File: config.mk
export PLATFORM = sky130hd
export DESIGN_NAME = task_dispatcher_fifo_unit
export DESIGN_NICKNAME = d
export VERILOG_FILES = /design/src/tdf_pkg.sv /design/src/task_dispatcher_fifo_unit.sv
export SDC_FILE = /design/constraint.sdc
export NUM_CORES = 1
export LEC_CHECK = 0
export BUFFER_PORTS_ARGS = -buffer_cell sky130_fd_sc_hd__buf_4
export CAP_MARGIN = 20
export CORE_MARGIN = 3
export CORE_UTILIZATION = 60
export DETAILED_ROUTE_END_ITERATION = 7
export PLACE_DENSITY = 0.83
export SYNTH_ARGS = -nofsm -noshare
export SYNTH_HDL_FRONTEND = slang
export SYNTH_SLANG_ARGS = --single-unit
File: constraint.sdc
create_clock -name clk_i -period 5.6 [get_ports clk_i]
set_input_delay 0.84 -clock clk_i [delete_from_list [all_inputs] [get_ports clk_i]]
set_output_delay 0.84 -clock clk_i [all_outputs]
set_load 0.02 [all_outputs]
File: src/tdf_pkg.sv
// tdf_pkg: shared types and constants of the task dispatcher fifo unit
// port widths, status and action codes, parameter defaults
// no dependencies
`default_nettype none

package tdf_pkg;

  localparam int NumWorkersDef = 8;
  localparam int QueueDepthDef = 16;
  localparam int TaskBitsDef   = 32;

  localparam int TaskW     = 32;
  localparam int WorkerIdW = 3;
  localparam int StatusW   = 3;
  localparam int CountW    = 5;

  typedef enum logic {
    ACT_SUBMIT = 1'b0,
    ACT_FINISH = 1'b1
  } action_e;

  typedef enum logic [StatusW-1:0] {
    ST_DISPATCHED = 3'd0,
    ST_QUEUED     = 3'd1,
    ST_REJECTED   = 3'd2,
    ST_IDLED      = 3'd3,
    ST_BAD_FINISH = 3'd4
  } status_e;

  typedef enum logic [2:0] {
    S_IDLE = 3'b001,
    S_EXEC = 3'b010,
    S_READ = 3'b100
  } state_e;

endpackage

`default_nettype wire

File: src/task_dispatcher_fifo_unit.sv
// task_dispatcher_fifo_unit: hands task handles to idle workers, queues the rest
// uses tdf_pkg for widths, status codes and state encoding
`default_nettype none

// One event is taken at a time. A submit gives its handle to the lowest-numbered
// idle worker, else appends it to the waiting queue, else rejects it. A finish
// from a busy worker hands it the oldest waiting handle, else marks it idle; a
// finish from an idle or out-of-range worker is reported as a bad finish with no
// change of state. Waiting handles live in a synchronous single-port-style RAM
// with a registered read. An event is registered on transfer and resolved in S_EXEC;
// a finish that pulls a handle from the queue passes through S_READ for the RAM read,
// and the result register may wait on out_ready_i. A new event is taken while a
// finished result still waits at the output.
module task_dispatcher_fifo_unit
  import tdf_pkg::*;
#(
  parameter int NUM_WORKERS = NumWorkersDef,
  parameter int QUEUE_DEPTH = QueueDepthDef,
  parameter int TASK_BITS   = TaskBitsDef
) (
  input  wire logic                 clk_i,
  input  wire logic                 rst_ni,
  input  wire logic                 in_valid_i,
  output logic                      in_ready_o,
  input  wire logic                 action_i,
  input  wire logic [TaskW-1:0]     task_handle_i,
  input  wire logic [WorkerIdW-1:0] worker_id_i,
  output logic                      out_valid_o,
  input  wire logic                 out_ready_i,
  output logic [StatusW-1:0]        status_o,
  output logic [WorkerIdW-1:0]      target_worker_o,
  output logic [TaskW-1:0]          dispatched_task_o,
  output logic [CountW-1:0]         waiting_count_o,
  output logic                      all_idle_o
);

  localparam int StoreBits = (TASK_BITS < TaskW) ? TASK_BITS : TaskW;
  localparam int SelW      = (NUM_WORKERS > (1 << WorkerIdW)) ? $clog2(NUM_WORKERS)
                                                              : WorkerIdW;
  localparam int PtrW      = $clog2(QUEUE_DEPTH);
  localparam int CntW      = $clog2(QUEUE_DEPTH + 1);

  state_e state_q, state_d;

  logic [NUM_WORKERS-1:0] busy_q, busy_d;
  logic [PtrW-1:0]        head_q, head_d;
  logic [PtrW-1:0]        tail_q, tail_d;
  logic [CntW-1:0]        fill_q, fill_d;

  logic                   act_q, act_d;
  logic [StoreBits-1:0]   handle_q, handle_d;
  logic [WorkerIdW-1:0]   wid_q, wid_d;

  logic [StoreBits-1:0]   queue_mem_q [QUEUE_DEPTH];
  logic [StoreBits-1:0]   rd_data_q;
  logic                   rd_en;
  logic                   wr_en;

  logic                   out_valid_q, out_valid_d;
  logic                   out_load;
  status_e                status_q, status_d;
  logic [WorkerIdW-1:0]   target_q, target_d;
  logic [TaskW-1:0]       task_q, task_d;
  logic [CountW-1:0]      count_q, count_d;
  logic                   idle_q, idle_d;

  logic                   free_found;
  logic [SelW-1:0]        free_idx;
  logic [SelW-1:0]        wid_ext;
  logic                   fin_busy;
  logic                   out_free;
  logic [CntW+CountW-1:0] fill_wide;

  // lowest idle worker
  always_comb begin
    free_found = 1'b0;
    free_idx   = '0;
    for (int i = NUM_WORKERS - 1; i >= 0; i--) begin
      if (!busy_q[i]) begin
        free_found = 1'b1;
        free_idx   = SelW'(i);
      end
    end
  end

  assign wid_ext = SelW'(wid_q);

  always_comb begin
    fin_busy = 1'b0;
    for (int i = 0; i < NUM_WORKERS; i++) begin
      if (busy_q[i] && (SelW'(i) == wid_ext)) begin
        fin_busy = 1'b1;
      end
    end
  end

  assign out_free   = !out_valid_q || out_ready_i;
  assign in_ready_o = (state_q == S_IDLE);

  always_comb begin
    state_d  = state_q;
    busy_d   = busy_q;
    head_d   = head_q;
    tail_d   = tail_q;
    fill_d   = fill_q;
    act_d    = act_q;
    handle_d = handle_q;
    wid_d    = wid_q;
    rd_en    = 1'b0;
    wr_en    = 1'b0;
    out_load = 1'b0;
    status_d = status_q;
    target_d = '0;
    task_d   = '0;

    case (state_q)
      S_IDLE: begin
        if (in_valid_i) begin
          act_d    = action_i;
          handle_d = task_handle_i[StoreBits-1:0];
          wid_d    = worker_id_i;
          state_d  = S_EXEC;
        end
      end
      S_EXEC: begin
        if (act_q == ACT_FINISH && fin_busy && fill_q != '0) begin
          rd_en   = 1'b1;
          state_d = S_READ;
        end else if (out_free) begin
          out_load = 1'b1;
          state_d  = S_IDLE;
          if (act_q == ACT_SUBMIT) begin
            if (free_found) begin
              for (int i = 0; i < NUM_WORKERS; i++) begin
                if (SelW'(i) == free_idx) begin
                  busy_d[i] = 1'b1;
                end
              end
              status_d = ST_DISPATCHED;
              target_d = free_idx[WorkerIdW-1:0];
              task_d   = TaskW'(handle_q);
            end else if (fill_q < CntW'(QUEUE_DEPTH)) begin
              wr_en    = 1'b1;
              tail_d   = (tail_q == PtrW'(QUEUE_DEPTH - 1)) ? '0 : tail_q + PtrW'(1);
              fill_d   = fill_q + CntW'(1);
              status_d = ST_QUEUED;
            end else begin
              status_d = ST_REJECTED;
            end
          end else begin
            target_d = wid_q;
            if (!fin_busy) begin
              status_d = ST_BAD_FINISH;
            end else begin
              for (int i = 0; i < NUM_WORKERS; i++) begin
                if (SelW'(i) == wid_ext) begin
                  busy_d[i] = 1'b0;
                end
              end
              status_d = ST_IDLED;
            end
          end
        end
      end
      S_READ: begin
        if (out_free) begin
          out_load = 1'b1;
          state_d  = S_IDLE;
          head_d   = (head_q == PtrW'(QUEUE_DEPTH - 1)) ? '0 : head_q + PtrW'(1);
          fill_d   = fill_q - CntW'(1);
          status_d = ST_DISPATCHED;
          target_d = wid_q;
          task_d   = TaskW'(rd_data_q);
        end
      end
      default: begin
        state_d = S_IDLE;
      end
    endcase
  end

  assign fill_wide = (CntW + CountW)'(fill_d);
  assign count_d   = fill_wide[CountW-1:0];
  assign idle_d    = (busy_d == '0);

  always_comb begin
    out_valid_d = out_valid_q;
    if (out_load) begin
      out_valid_d = 1'b1;
    end else if (out_ready_i) begin
      out_valid_d = 1'b0;
    end
  end

  always_ff @(posedge clk_i or negedge rst_ni) begin
    if (!rst_ni) begin
      state_q     <= S_IDLE;
      busy_q      <= '0;
      head_q      <= '0;
      tail_q      <= '0;
      fill_q      <= '0;
      out_valid_q <= 1'b0;
    end else begin
      state_q     <= state_d;
      busy_q      <= busy_d;
      head_q      <= head_d;
      tail_q      <= tail_d;
      fill_q      <= fill_d;
      out_valid_q <= out_valid_d;
    end
  end

  always_ff @(posedge clk_i) begin
    act_q    <= act_d;
    handle_q <= handle_d;
    wid_q    <= wid_d;
    if (out_load) begin
      status_q <= status_d;
      target_q <= target_d;
      task_q   <= task_d;
      count_q  <= count_d;
      idle_q   <= idle_d;
    end
  end

  // waiting queue storage
  always_ff @(posedge clk_i) begin
    if (wr_en) begin
      queue_mem_q[tail_q] <= handle_q;
    end
  end

  always_ff @(posedge clk_i) begin
    if (rd_en) begin
      rd_data_q <= queue_mem_q[head_q];
    end
  end

  assign out_valid_o       = out_valid_q;
  assign status_o          = status_q;
  assign target_worker_o   = target_q;
  assign dispatched_task_o = task_q;
  assign waiting_count_o   = count_q;
  assign all_idle_o        = idle_q;

endmodule

`default_nettype wire
# Word-level counts from Yosys, hierarchy flattened

Memories as Yosys holds them, arrays and structs flattened. A register that Yosys moved wholly into a read port is not among the register bits.
Cells that the tools add are included.

Output and inout bits: 46
Memories: 1
Word-level logic and storage cells: 162
Register bits after elaboration: 105
Bits of input ports: 40
Bits in writable memories: 512

Add/sub/neg operators: 4
Order comparisons: 1
Multiplexer cells: 94
Reductions and logical operators: 22
Bitwise logic cells: 3
Equality and inequality tests: 23

Memories:

| name        | depth | width | read ports | clocked after memory_dff | write ports | line                            | source |
|---|---|---|---|---|---|---|---|
| queue_mem_q | 16    | 32    | 1          | 1                        | 1           | task_dispatcher_fifo_unit.sv:54 | `logic [StoreBits-1:0] queue_mem_q [QUEUE_DEPTH];` |

Operator list:

| cell                                                                  | number |
|---|---|
| 32-bit 2-to-1 mux                                                     | 5 |
| 32-bit case mux with 2 select lines                                   | 1 |
| 3-bit 2-to-1 mux                                                      | 21 |
| 8-bit 2-to-1 mux                                                      | 6 |
| 1-bit 2-to-1 mux                                                      | 46 |
| 5-bit 2-to-1 mux                                                      | 6 |
| 3-bit equality test (first input constant)                            | 8 |
| 2-bit by 3-bit equality test with 1-bit output (first input constant) | 4 |
| 3-bit case mux with 2 select lines                                    | 2 |
| 1-bit logical AND                                                     | 10 |
| 5-bit case mux with 2 select lines                                    | 1 |
| 3-bit case mux with 3 select lines                                    | 1 |
| 4-bit by 1-bit adder with 4-bit output (second input constant)        | 2 |
| 4-bit equality test (second input constant)                           | 2 |
| 8-bit logical NOT                                                     | 1 |
| 4-bit 2-to-1 mux                                                      | 2 |
| 2-bit inequality test (second input constant)                         | 4 |
| 1-bit by 3-bit equality test with 1-bit output (first input constant) | 2 |
| 3-bit logical NOT                                                     | 2 |
| 6-bit AND reduction                                                   | 1 |
| 5-bit by 1-bit adder with 5-bit output (second input constant)        | 1 |
| 5-bit < comparator (second input constant)                            | 1 |
| 5-bit AND reduction                                                   | 1 |
| 5-bit nonzero test                                                    | 1 |
| other kinds (11)                                                      | 16 |

# Logic depth before layout (Yosys ltp)

Depth after elaboration: 16
Depth in mapped cells: 9
Gate-level depth less buffers: 8

# Worst setup path after synthesis

No wires, ideal clock.

Path kind: flip-flop to flip-flop
From: reg wid_q[0], in the netlist wid_ext[0]
To: reg rd_data_q[0], read port of queue_mem_q, enable pin
Arrival time: 2.928 ns
Cell stages (with the launch flop): 7
Setup time: 0.421 ns
Data required time: 5.179 ns
Slack: 2.251 ns
Cells stage by stage: edfxtp_1 > buf_6 > mux2i_1 > mux4_2 > nor2_1 > nand2_1 > nor2_1

Word-level cells in the longest chain between the ends: 14

Ends and longest elaborated chain:

| item                              | line                             | source |
|---|---|---|
| from (decl)                       | task_dispatcher_fifo_unit.sv:52  | `logic [WorkerIdW-1:0] wid_q, wid_d;` |
| from (signal assigned)            | task_dispatcher_fifo_unit.sv:216 | `wid_q <= wid_d;` |
| 3-bit logical NOT                 | task_dispatcher_fifo_unit.sv:91  | `if (busy_q[i] && (SelW'(i) == wid_ext)) begin` |
| 1-bit logical AND                 | task_dispatcher_fifo_unit.sv:91  |  |
| 1-bit 2-to-1 mux (7 in series)    | task_dispatcher_fifo_unit.sv:91  |  |
| 1-bit 2-to-1 mux *                | task_dispatcher_fifo_unit.sv:91  |  |
| 1-bit logical AND * (2 in series) | task_dispatcher_fifo_unit.sv:126 | `if (act_q == ACT_FINISH && fin_busy && fill_q != '0) begin` |
| 1-bit 2-to-1 mux *                | task_dispatcher_fifo_unit.sv:126 |  |
| 1-bit 2-to-1 mux *                | task_dispatcher_fifo_unit.sv:116 | `case (state_q)` |
| net rd_en                         | task_dispatcher_fifo_unit.sv:56  | `logic rd_en;` |
| to (decl)                         | task_dispatcher_fifo_unit.sv:55  | `logic [StoreBits-1:0] rd_data_q;` |

The timed path passes the listed nets; every way through them passes the cells marked *.
A chain may end at the register's enable or synchronous reset.

# Worst setup path after layout

From: reg out_valid_q, in the netlist out_valid_o
To: mem queue_mem_q[1][11] (netlist bit), enable pin

Word-level cells in the longest chain between the ends: 7

Ends and longest elaborated chain:

| item                                   | line                             | source |
|---|---|---|
| from (decl)                            | task_dispatcher_fifo_unit.sv:59  | `logic out_valid_q, out_valid_d;` |
| from (signal assigned)                 | task_dispatcher_fifo_unit.sv:209 | `out_valid_q <= out_valid_d;` |
| 1-bit logical NOT                      | task_dispatcher_fifo_unit.sv:97  | `assign out_free = !out_valid_q \|\| out_ready_i;` |
| 1-bit logical OR                       | task_dispatcher_fifo_unit.sv:97  |  |
| 1-bit 2-to-1 mux                       | task_dispatcher_fifo_unit.sv:129 | `end else if (out_free) begin` |
| 1-bit 2-to-1 mux                       | task_dispatcher_fifo_unit.sv:126 |  |
| 1-bit 2-to-1 mux                       | task_dispatcher_fifo_unit.sv:116 |  |
| 1-bit 2-to-1 mux                       | task_dispatcher_fifo_unit.sv:228 | `if (wr_en) begin` |
| 1-bit 2-to-1 mux (implied by the code) | task_dispatcher_fifo_unit.sv:229 | `queue_mem_q[tail_q] <= handle_q;` |
| to (decl)                              | task_dispatcher_fifo_unit.sv:54  |  |

No other way between the ends.

==> results.cfg <==
[sta]
setup_slack_ns = 1.73
rsz0062_at_grt = false
holdWs_ns = 0.146
max_slew_margin = 0.307
setup_viol = 0
finClkSkew_ns = 0.0197
timing.final.max_slew_violations = 0
clock.fmax_mhz = 258
worst_pin_slew_ns = 1.03
final_hold_viol_count = 0
period_minus_slack_ns = 3.87
period_share = 0.691
setup_tns_ns = 0

[critical_path]
crit_type = reg -> reg
worst_ep_arrival_time_ns = 4.10
cp-start-kind = flip-flop
cp_data_required_time_ns = 5.83
cp-end-kind = flip-flop
crit_path_max_fanout = 32
worst_r2r_path_depth = 5

[synthesis]
syn_area_um2 = 25000
ys.flop_type = edfxtp_1
synth_compound_area_frac = 0.0634
synth_xor_area_frac = 0.00175
synthArstFlopShare = 0.0385
yosys.area_share.simple = 0.0303
synth-edff-count = 624
synth_top_family_by_area = multiplexers
yosys.area.top_type_share = 0.750
synth_mux_area_frac = 0.113
netlist_instances = 1315
ys_ff_latch = 649
syn_avg_cell_area_um2 = 19.0
synth_cell_types = 63
yosysSeqAreaShare = 0.775
yosys.area.top_type = edfxtp_1
synth_nets = 1362
synth_area_leaders = edfxtp_1 (75%), mux4_2 (5.9%), mux2i_1 (4.2%)
yosys_warnings = 0
synth_fa_ha_area_frac = 0.00350

[global_route]
grt_overflow_total = 0
grt_antenna_before_repair = 3
grt_pass1_wl_um = 83600
grt_pass1_vias = 13400
grt_max_degree = 79
track_usage = 0.255

[place]
io_buffers = 85
routabilityCongestion = 0.859
dp.cells = 1874
placedInstanceArea_um2 = 26200
hpwl_um = 31500
dp_slack_ns = 1.41

[finish]
drive_above_1_share = 0.221
utilization = 0.689
layout_common_cells = edfxtp_1 (624), mux2i_1 (105), buf_4 (95), o21ai_0 (68), mux4_2 (65)
layoutNonFillerInstCount = 1987
layout_commonest_cell = edfxtp_1
syn_to_final_growth_pct = 13.0
n_antenna_cell = 0
final_nets = 1452
nFillCells = 2474
fin_area_um2 = 28200

[min_path]
holdCritPathClass = in -> async

[clock_tree]
clk_pin_slew_ns = 0.07
cts_tree = built
numCtsBuffers = 60
worstSkewPairLatency_ns = 0.61
cts.path.max_buffers = 3
hold_buffers = 0
ctsResizeCount = 0
ctsRootBufferMaster = clkbuf_16
cts_setup_buffers = 0
cts_sinks = 649
htree_levels = 2

[die]
initial_core_util = 0.609
die_y_um = 210
core_area_um2 = 41000
rows = 74
chipWidth_um = 210
dieArea_um2 = 44200
ios = 86

[route]
via_per_inst = 6.62
drt_first_iter_violations = 1607
antenna_left = 0
drc = 0
wl_per_cell_um = 28.0
routed_wl_um = 55700
vias = 13200
firstDrtPassIters = 7

[status]
status = completed

[power]
vdd_drop_max_uv = 283
p_leak_nw = 8.96
p_per_area_nw_per_um2 = 376
finalPower_mw = 10.6

[flow_run]
max-cap-violations = 0
metal layers:
layer	wire (um)	up-vias	part of all wire	track usage
li1	-	5531	-	-
met1	22500	6769	0.40	0.372
met2	26500	752	0.48	0.397
met3	5390	105	0.097	0.0560
met4	1340	4	0.024	0.0793
met5	31	-	0.00056	0
state kept, by name (all words and copies together), names as in the netlist:
signal             count
dispatched_task_o     32
busy_q                 8
queue_mem_q          512
rd_data_q             32
head_q                 4
out_valid_o            1
act_q                  1
state_q                3
fill_q                 5
target_worker_o        3
wid_ext                3
waiting_count_o        5
tail_q                 4
handle_q              32
status_o               3
all_idle_o             1
layout make-up:
type / count / area (um^2) / share of cell area
Inverter: 8 / 30.0 / 0.00106
Sequential cell: 649 / 19400 / 0.686
Clock inverter: 39 / 435 / 0.0154
Tap cell: 532 / 666 / 0.0236
Timing Repair Buffer: 99 / 801 / 0.0284
Multi-Input combinational cell: 587 / 5350 / 0.189
Clock buffer: 73 / 1590 / 0.0564
Yosys cell counts, types with 18 or more instances:
| cell | instances |
|---|---|
| o21ai_0 | 68 |
| dfrtp_1 | 24 |
| nor2_1 | 19 |
| a22oi_1 | 33 |
| mux2_2 | 27 |
| mux2i_1 | 105 |
| nand2_1 | 63 |
| a22o_1 | 33 |
| edfxtp_1 | 624 |
| a221oi_1 | 32 |
| a21oi_1 | 36 |
| clkbuf_1 | 41 |
| buf_2 | 18 |
| mux4_2 | 65 |
worst paths after layout:
kind,startpoint,slack [ns],to
max in group asynchronous,rst_ni,5.14,state_q[0]
min in group clk_i,task_handle_i[1],0.40,handle_q[1]
worst min-delay path,rst_ni,0.15,tail_q[3]
worst max register to register,out_valid_o,1.73,queue_mem_q[1][11]
worst min register to register,rd_data_q[6],0.54,dispatched_task_o[6]
worst max-delay path,out_valid_o,1.73,queue_mem_q[1][11]
logic make-up (layout without fill, tap and decap cells):
| logic type | after synthesis | in the layout |
|---|---|---|
| DFF | 649 | 649 |
| muxes | 197 | 197 |
| and+or+nand+nor | 144 | 144 |
| AOI/OAI and AO/OA | 234 | 234 |
| xor gates and xnor gates | 5 | 5 |
| buffers and inverters | 79 | 219 |
| adders and majority gates | 7 | 7 |
power by group:
group / switching, mW / internal, mW
clock network: 1.75 / 2.44
logic: 0.310 / 0.186
registers: 0.302 / 5.63
total: 2.36 / 8.25
worst max-delay path, stage by stage (launching register included):
cell	delay (ns)
dfrtp_1	0.39
nor2b_1	0.24
or4_1	0.72
nor3_2	0.78
nor3b_1	0.50
and2_2	0.84
No activity file was read; power rests on OpenSTA's default activity.
